File: config.mk
export PLATFORM = sky130hd
export DESIGN_NAME = lba_pos
export DESIGN_NICKNAME = d
export VERILOG_FILES = /design/src/hw/rtl/lba_pkg.sv /design/src/hw/rtl/lba_pos.sv
export SDC_FILE = /design/constraint.sdc
export NUM_CORES = 2
export LEC_CHECK = 0
export BUFFER_PORTS_ARGS = -buffer_cell sky130_fd_sc_hd__buf_2
export CAP_MARGIN = 20
export CORE_MARGIN = 3
export CORE_UTILIZATION = 50
export DETAILED_ROUTE_END_ITERATION = 8
export HOLD_SLACK_MARGIN = 0.08
export PLACE_DENSITY_LB_ADDON = 0.25
export RECOVER_POWER = 25
export SLEW_MARGIN = 20
export SYNTH_ARGS = -nofsm -noshare
export SYNTH_HDL_FRONTEND = slang
export SYNTH_SLANG_ARGS = --single-unit
File: constraint.sdc
create_clock -name i_clk -period 8.4 [get_ports i_clk]
set_input_delay 1.68 -clock i_clk [delete_from_list [all_inputs] [get_ports i_clk]]
set_output_delay 1.68 -clock i_clk [all_outputs]
set_load 0.01 [all_outputs]
File: src/hw/rtl/lba_pkg.sv
package lba_pkg;

    localparam int SAMPLE_W  = 32;
    localparam int WEIGHT_W  = 16;
    localparam int GP_W      = 10;
    localparam int RIDX_W    = 9;
    localparam int ACC_W     = 48;
    localparam int AMT_W     = 32;
    localparam int CFG_W     = 32;
    localparam int CFG_IDX_W = 2;

    localparam logic [CFG_IDX_W-1:0] CFG_GRID_START      = 2'd0;
    localparam logic [CFG_IDX_W-1:0] CFG_INVERSE_SPACING = 2'd1;
    localparam logic [CFG_IDX_W-1:0] CFG_GRID_POINTS     = 2'd2;

    localparam logic signed [CFG_W-1:0] GRID_START_RST      = 32'sd0;
    localparam logic [CFG_W-1:0]        INVERSE_SPACING_RST = 32'd65536;
    localparam logic [GP_W-1:0]         GRID_POINTS_RST     = 10'd401;

    typedef struct packed {
        logic                       action;
        logic signed [SAMPLE_W-1:0] sample;
        logic [WEIGHT_W-1:0]        sample_weight;
        logic                       is_infinite;
        logic [RIDX_W-1:0]          read_index;
    } t_in_item;

    typedef struct packed {
        logic [ACC_W-1:0] bin_total;
    } t_out_item;

    typedef enum logic [1:0] {
        OP_NONE,
        OP_HEAD,
        OP_PAIR,
        OP_TAIL
    } t_bin_op;

    typedef struct packed {
        logic    done;
        t_bin_op op;
    } t_pos_status;

    typedef enum logic [2:0] {
        S_CLEAR,
        S_IDLE,
        S_POS,
        S_W0,
        S_W1,
        S_RADDR,
        S_RDATA
    } t_state;

endpackage

File: src/hw/rtl/lba_pos.sv
module lba_pos import lba_pkg::*; #(
    parameter int MAX_GRID = 512,
    localparam int IW = (MAX_GRID > 1) ? $clog2(MAX_GRID) : 1
) (
    input  logic                       i_clk,
    input  logic                       i_rst_n,
    input  logic                       i_start,
    input  logic signed [SAMPLE_W-1:0] i_sample,
    input  logic [WEIGHT_W-1:0]        i_weight,
    input  logic                       i_drop,
    input  logic signed [CFG_W-1:0]    i_grid_start,
    input  logic [CFG_W-1:0]           i_inverse_spacing,
    input  logic [GP_W-1:0]            i_grid_points,
    output t_pos_status                o_status,
    output logic [IW-1:0]              o_idx,
    output logic [AMT_W-1:0]           o_amt_lead,
    output logic [AMT_W-1:0]           o_amt_next
);

    localparam logic [GP_W:0] GP_CAP = (MAX_GRID >= (1 << GP_W)) ?
                                       {1'b0, {GP_W{1'b1}}} : (GP_W+1)'(MAX_GRID);

    logic r1_v, r2_v, r3_v, r4_v, r5_v;

    logic [32:0]         r1_mag;
    logic                r1_neg, r1_drop;
    logic [WEIGHT_W-1:0] r1_w;
    logic [47:0]         r2_phi, r2_plo;
    logic                r2_neg, r2_drop;
    logic [WEIGHT_W-1:0] r2_w;
    logic [63:0]         r3_prod;
    logic                r3_neg, r3_drop;
    logic [WEIGHT_W-1:0] r3_w;
    t_bin_op             r4_op;
    logic [IW-1:0]       r4_idx;
    logic [15:0]         r4_frac;
    logic [WEIGHT_W-1:0] r4_w;
    t_bin_op             r5_op;
    logic [IW-1:0]       r5_idx;
    logic [AMT_W-1:0]    r5_amt_lead, r5_amt_next;

    logic signed [32:0] x_ext, g_ext;
    logic               n1_neg;
    logic [32:0]        n1_mag;
    logic [48:0]        p_hi;
    logic [47:0]        p_lo;
    logic [63:0]        n3_prod;
    logic [GP_W-1:0]    m;
    logic [31:0]        idx, nlow;
    logic               over, pz;
    t_bin_op            n4_op;
    logic [IW-1:0]      n4_idx;
    logic [15:0]        n4_frac;
    logic [AMT_W-1:0]   amt_lo, amt_hi;

    always_comb begin
        x_ext  = {i_sample[SAMPLE_W-1], i_sample};
        g_ext  = {i_grid_start[CFG_W-1], i_grid_start};
        n1_neg = i_sample < i_grid_start;
        n1_mag = n1_neg ? 33'(g_ext - x_ext) : 33'(x_ext - g_ext);
    end

    // magnitude never exceeds 2^32, so the top bit of p_hi stays clear
    always_comb begin
        p_hi = {32'b0, r1_mag[32:16]} * {17'b0, i_inverse_spacing};
        p_lo = {32'b0, r1_mag[15:0]} * {16'b0, i_inverse_spacing};
    end

    assign n3_prod = {r2_phi, 16'b0} + {16'b0, r2_plo};

    always_comb begin
        m    = ({1'b0, i_grid_points} > GP_CAP) ? GP_CAP[GP_W-1:0] : i_grid_points;
        idx  = r3_prod[63:32];
        nlow = 32'd0 - r3_prod[31:0];
        pz   = (r3_prod == 64'd0);
        over = (r3_prod[63:33] != 31'd0) || (r3_prod[32] && (r3_prod[31:0] != 32'd0));
        n4_idx  = IW'(idx);
        n4_frac = r3_prod[31:16];
        priority if (r3_drop || (m == '0)) begin
            n4_op = OP_NONE;
        end else if (r3_neg && !pz) begin
            n4_op   = over ? OP_NONE : OP_HEAD;
            n4_idx  = '0;
            n4_frac = nlow[31:16];
        end else if (({1'b0, idx} + 33'd2) <= {{(33-GP_W){1'b0}}, m}) begin
            n4_op = OP_PAIR;
        end else if (({1'b0, idx} + 33'd1) == {{(33-GP_W){1'b0}}, m}) begin
            n4_op = OP_TAIL;
        end else begin
            n4_op = OP_NONE;
        end
    end

    always_comb begin
        amt_lo = {16'b0, r4_w} * (32'h0001_0000 - {16'b0, r4_frac});
        amt_hi = {16'b0, r4_w} * {16'b0, r4_frac};
    end

    always_ff @(posedge i_clk) begin
        if (!i_rst_n) begin
            r1_v <= 1'b0;
            r2_v <= 1'b0;
            r3_v <= 1'b0;
            r4_v <= 1'b0;
            r5_v <= 1'b0;
        end else begin
            r1_v <= i_start;
            r2_v <= r1_v;
            r3_v <= r2_v;
            r4_v <= r3_v;
            r5_v <= r4_v;
        end
    end

    always_ff @(posedge i_clk) begin
        if (i_start) begin
            r1_mag  <= n1_mag;
            r1_neg  <= n1_neg;
            r1_drop <= i_drop;
            r1_w    <= i_weight;
        end
        if (r1_v) begin
            r2_phi  <= p_hi[47:0];
            r2_plo  <= p_lo;
            r2_neg  <= r1_neg;
            r2_drop <= r1_drop;
            r2_w    <= r1_w;
        end
        if (r2_v) begin
            r3_prod <= n3_prod;
            r3_neg  <= r2_neg;
            r3_drop <= r2_drop;
            r3_w    <= r2_w;
        end
        if (r3_v) begin
            r4_op   <= n4_op;
            r4_idx  <= n4_idx;
            r4_frac <= n4_frac;
            r4_w    <= r3_w;
        end
        if (r4_v) begin
            r5_op       <= r4_op;
            r5_idx      <= r4_idx;
            r5_amt_lead <= (r4_op == OP_HEAD) ? amt_hi : amt_lo;
            r5_amt_next <= amt_hi;
        end
    end

    assign o_status.done = r5_v;
    assign o_status.op   = r5_op;
    assign o_idx         = r5_idx;
    assign o_amt_lead    = r5_amt_lead;
    assign o_amt_next    = r5_amt_next;

endmodule

Word level (Yosys, flattened, before mapping)
Cells that the tools add are included.
{ "op_classes": {"muxes": 11, "eq_ne": 2, "n_mul": 4, "order_cmp": 3, "addsub": 7, "reduce_logical": 9} }
{ "ops": {"columns": ["op", "n"], "rows": [
  ["$sub A32 B32 Y33", 2],
  ["$add A64 B48 Y64", 1],
  ["$logic_not A64 Y1", 1],
  ["$mul A16 B32 Y48", 1],
  ["$mul A17 B32 Y48", 1],
  ["$add A32 B1 Y33 const B", 1],
  ["$add A32 B2 Y33 const B", 1],
  ["$eq A33 B10 Y1", 1],
  ["$le A33 B10 Y1", 1],
  ["$mux W33", 1],
  ["$lt A32 B32 Y1", 1],
  ["$mul A16 B16 Y32", 1],
  ["$mul A17 B18 Y32", 1],
  ["$mux W16", 2],
  ["$mux W32", 1],
  ["$reduce_bool A32 Y1", 1],
  ["$sub A1 B32 Y32 const A", 1],
  ["$reduce_bool A31 Y1", 1],
  ["$mux W9", 2],
  ["$sub A17 B16 Y18 const A", 1],
  ["$gt A10 B10 Y1 const B", 1],
  ["$logic_not A10 Y1", 1],
  ["$mux W10", 1],
  ["$mux W2", 3],
  ["other kinds (5)", 7]
]} }
{ "word_totals": {"in_bits": 126, "elab_cells": 62, "reg_bits": 370, "output_inout_bits": 76} }

Depth between registers and ports, before layout
{ "depth": {"word_depth": 6, "depth_mapped": 31, "mapped_depth_nobuf": 29} }

Worst setup path before layout
No wires, ideal clock.
{ "synth_timing": {"path_kind": "register -> register", "from": "register r4_frac[1]", "to": "register r5_amt_lead[25] (netlist: o_amt_lead[25]), data pin", "t_arrival_ns": 7.506, "path_buffers": 2, "period_less_slack_ns": 7.765, "setup_slack_ns": 0.635, "stages_incl_launch_ff": 31, "setup_ns": 0.260, "required_time_ns": 8.140, "path_cell_list": "edfxtp_1 > clkbuf_1 > inv_1 > ha_1 > nand2_1 > or3_4 > or3_4 > nor2b_1 > xnor2_1 > clkbuf_1 > nand2_1 > fa_1 > fa_1 > fa_1 > inv_1 > fa_1 > fa_1 > inv_1 > fa_1 > inv_1 > ha_1 > a21oi_1 > o21ai_0 > a221oi_1 > o31ai_1 > a21o_1 > a21o_1 > a21o_1 > a21o_1 > xor2_1 > mux2_2"} }
{ "synth_via": {"elab_chain_cells": 3, "word_cells_on_any_way": 4, "cone_classes": "add/sub (1); mul (2); mux (1)"} }
{ "synth_lines": {"columns": ["item", "line_no", "rtl"], "rows": [
  ["start, declared", "lba_pos.sv:36", "logic [15:0] r4_frac;"],
  ["start signal, assigned", "lba_pos.sv:138", "r4_frac <= n4_frac;"],
  ["$sub A17 B16 Y18", "lba_pos.sv:95", "amt_lo = {16'b0, r4_w} * (32'h0001_0000 - {16'b0, r4_frac});"],
  ["$mul A17 B18 Y32", "lba_pos.sv:95", null],
  ["$mux W32 *", "lba_pos.sv:144", "r5_amt_lead <= (r4_op == OP_HEAD) ? amt_hi : amt_lo;"],
  ["end signal, assigned", "lba_pos.sv:144", null],
  ["end, declared", "lba_pos.sv:40", "logic [AMT_W-1:0] r5_amt_lead, r5_amt_next;"]
]} }
Every way passes the cells marked *; elsewhere a longest branch is shown, timed or not.
A chain may end at the register's enable or synchronous reset.

Worst setup path after layout
{ "layout_timing": {"from": "register r4_frac[0]", "to": "register r5_amt_lead[25] (netlist: o_amt_lead[25]), data pin"} }
The elaborated chain is that of the path after synthesis.

==> flow_metrics.env <==
export IMPL_cp_start_kind="flop"
export IMPL_max_freq_ghz=0.124
export IMPL_worst_setup_path_end_kind="flop"
export IMPL_io_pins=202
export IMPL_die_w_um=380
export IMPL_skew_ns=0.0165
export IMPL_cpMaxStageDelayCell="fa_1"
export IMPL_die_h_um=380
export IMPL_drtIter0Drc=3376
export IMPL_core_area_sq_um=138000
export IMPL_grt_pass1_vias=54900
export IMPL_arrival_ns=8.39
export IMPL_synth_cell_area_sq_um=70000
export IMPL_hold_buffers=0
export IMPL_synth_warnings=0
export IMPL_synth_yosys_seq_area_share=0.158
export IMPL_r2r_slack_ns=0.36
export IMPL_min_period_ns=8.04
export IMPL_crit_path_frequent_cell="fa_1"
export IMPL_hold_class="flop to flop"
export IMPL_dr_pass1_iters=5
export IMPL_setup_violations=0
export IMPL_async_flop_share=0
export IMPL_fin_ws_ns=0.362
export IMPL_hold_violations=0
export IMPL_required_ns=8.75
export IMPL_vias=51800
export IMPL_root_buffer="clkbuf_16"
export IMPL_r2r_cells=30
export IMPL_initial_core_util=0.506
export IMPL_synthMuxAreaShare=0.00327
export IMPL_cpPeakStageDelay_ns=0.54
export IMPL_grt_usage=0.257
export IMPL_io_buffers=201
export IMPL_layout_common_cells="1692 x inv_1, 1271 x fa_1, 1188 x nand2_1"
export IMPL_post_place_ws_ns=-0.0279
export IMPL_clk_latency_ns=0.60
export IMPL_synthXorXnorAreaFrac=0.0340
export IMPL_tritoncts="built"
export IMPL_yosys_register_bits=369
export IMPL_synth_ff_type="edfxtp_1"
export IMPL_grt_start_max_net_pins=76
export IMPL_dp_cells=9611
export IMPL_cp_max_fo=13
export IMPL_syn_nets=9608
export IMPL_grt_ovfl_total=0
export IMPL_wl_per_cell_um=18.9
export IMPL_wl_um=183000
export IMPL_synth_cells=7645
export IMPL_grt_pass1_wl_um=297000
export IMPL_synth_compound_area_share=0.0719
export IMPL_drtAntennaViolNets=0
export IMPL_rows=136
export IMPL_antenna_found_initial=10
export IMPL_dp_hpwl_um=152000
export IMPL_clk_path_buf_depth=3
export IMPL_drive_gt1_frac=0.0749
export IMPL_final_common_cell="inv_1"
export IMPL_synth_edf_count=364
export IMPL_worst_setup_path_type="flop to flop"
export IMPL_clkTransAtPathRegs_ns=0.06
export IMPL_rr_startpoint="r4_frac[0]"
export IMPL_synth_avg_cell_area_sq_um=9.15
export IMPL_avgViaCountPerCell=5.35
export IMPL_gp_congestion=0.908
export IMPL_clkSinkCount=369
export IMPL_violations="capacitance limit, slew limit"
export IMPL_numCtsBuffers=44
export IMPL_min_from="r2_plo[6]"
export IMPL_synth_fa_ha_area_frac=0.465
export IMPL_hold_path_endpoint="r3_prod[6]"
export IMPL_rsz0062_at_grt="true"
export IMPL_synthSimpleGateAreaFrac=0.157
export IMPL_syn_to_final_growth_pct=8.04
export IMPL_hold_depth=0
export IMPL_cts_max_level=2
export IMPL_worstReg2RegEnd="o_amt_lead[25]"
export IMPL_finalCritPeriodShare=0.957
export IMPL_nets=9759
export IMPL_drc=0
export IMPL_cap_violations=3
export IMPL_tightestPinTransition_ns=2.37
export IMPL_slew_headroom=-0.579
export IMPL_instances_no_fill=9694
export IMPL_synth_cell_types=92
export IMPL_drv_slew=124
export IMPL_dieArea_sq_um=144000
export IMPL_synth_top_family_by_area="adder cells"
export IMPL_fillers=12600
export IMPL_status="finished with violations"
## timing repair
action                     4_1_cts  5_1_grt
resized for setup                0       10
setup buffers                    0        2
setup endpoints to repair        0        8
## cell type report
class,instances,area (sq um),share of cell area
diodes,3,7.51,0.0000993
clock buffers,51,1130,0.0149
clock inverters,27,314,0.00415
inverters,1693,6350,0.0841
multi-input cells,5221,51200,0.678
flip-flops and latches,369,11000,0.146
well taps,1863,2330,0.0308
repair buffers,467,3180,0.0420
## worst max-delay path by stage
stage          slack [ns]                  from  cells after the start             end
2_1_floorplan        0.63            r4_frac[1]                     30  o_amt_lead[25]
6_report             0.36            r4_frac[0]                     30  o_amt_lead[25]
3_3_place_gp         0.07  i_inverse_spacing[8]                     25      r2_phi[40]
3_5_place_dp        -0.03  i_inverse_spacing[8]                     25      r2_phi[42]
5_1_grt             -0.02            r4_frac[0]                     31  o_amt_lead[30]
4_1_cts              0.17            r4_frac[2]                     30  o_amt_lead[30]
## Yosys cell counts (all sizes together), types with 15 or more instances
cell type	instances	area, sq um
nor3	68	340
xnor2	186	1640
and2	582	3640
edfxtp	364	10900
nor2	175	667
nand2	1189	4470
nor2b	42	263
nor4	24	150
inv	1692	6350
buf	36	190
nand3	52	265
a31oi	25	171
mux2i	15	150
a21oi	239	1200
o21bai	37	278
o31ai	21	158
a211oi	30	230
xor2	85	744
ha	566	7080
clkbuf	326	1220
o21a	39	293
a21o	94	706
and3	37	231
nand4	39	244
nand2b	31	194
fa	1271	25400
o21ai	172	865
## sequential cells by signal, indices dropped and copies added (netlist names), 2 cells and up
| signal | cells |
|---|---|
| r4_w | 16 |
| r1_mag | 33 |
| r4_op | 2 |
| o_amt_next | 31 |
| r4_frac | 16 |
| r5_op | 2 |
| r3_prod | 64 |
| o_idx | 9 |
| r1_w | 16 |
| r3_w | 16 |
| r2_phi | 48 |
| o_amt_lead | 32 |
| r2_w | 16 |
| r2_plo | 48 |
| r4_idx | 9 |
## worst max-delay path, delay by kind of cell (launching register included)
| family | cells | cell delay (ns) |
|---|---|---|
| buffers and inverters | 7 | 0.61 |
| xor gates and xnor gates | 2 | 0.50 |
| muxes | 1 | 0.26 |
| DFF | 1 | 0.40 |
| AOI/OAI and AO/OA | 8 | 1.58 |
| and+or+nand+nor | 4 | 1.00 |
| adders and majority gates | 8 | 3.43 |
## per-stage QoR
step / setup TNS, ns / util / hold WS, ns / cell area (sq um)
floorplan: 0 / - / 0.400 / 70000
global placement: 0 / 0.536 / 0.401 / 74100
detailed placement: -0.0366 / 0.536 / 0.405 / 74100
CTS: 0 / 0.547 / 0.405 / 75500
global route: -0.0213 / 0.547 / 0.415 / 75600
finish: 0 / 0.547 / 0.409 / 75600
## per-layer routing
layer	GRT usage	wire (um)	up-vias
li1	-	-	23700
met1	0.333	75300	26100
met2	0.436	89100	1709
met3	0.0395	11400	352
met5	0	57	-
met4	0.0943	7150	8
## cells by family after synthesis
logic type	Yosys count
and+or+nand+nor	2305
buffers and inverters	2055
muxes	22
adders and majority gates	1837
DFF	369
xor gates and xnor gates	271
AOI/OAI and AO/OA	786
Power is not shown: default switching activity piles up to over one toggle a cycle in this logic, so the estimate is an artifact.
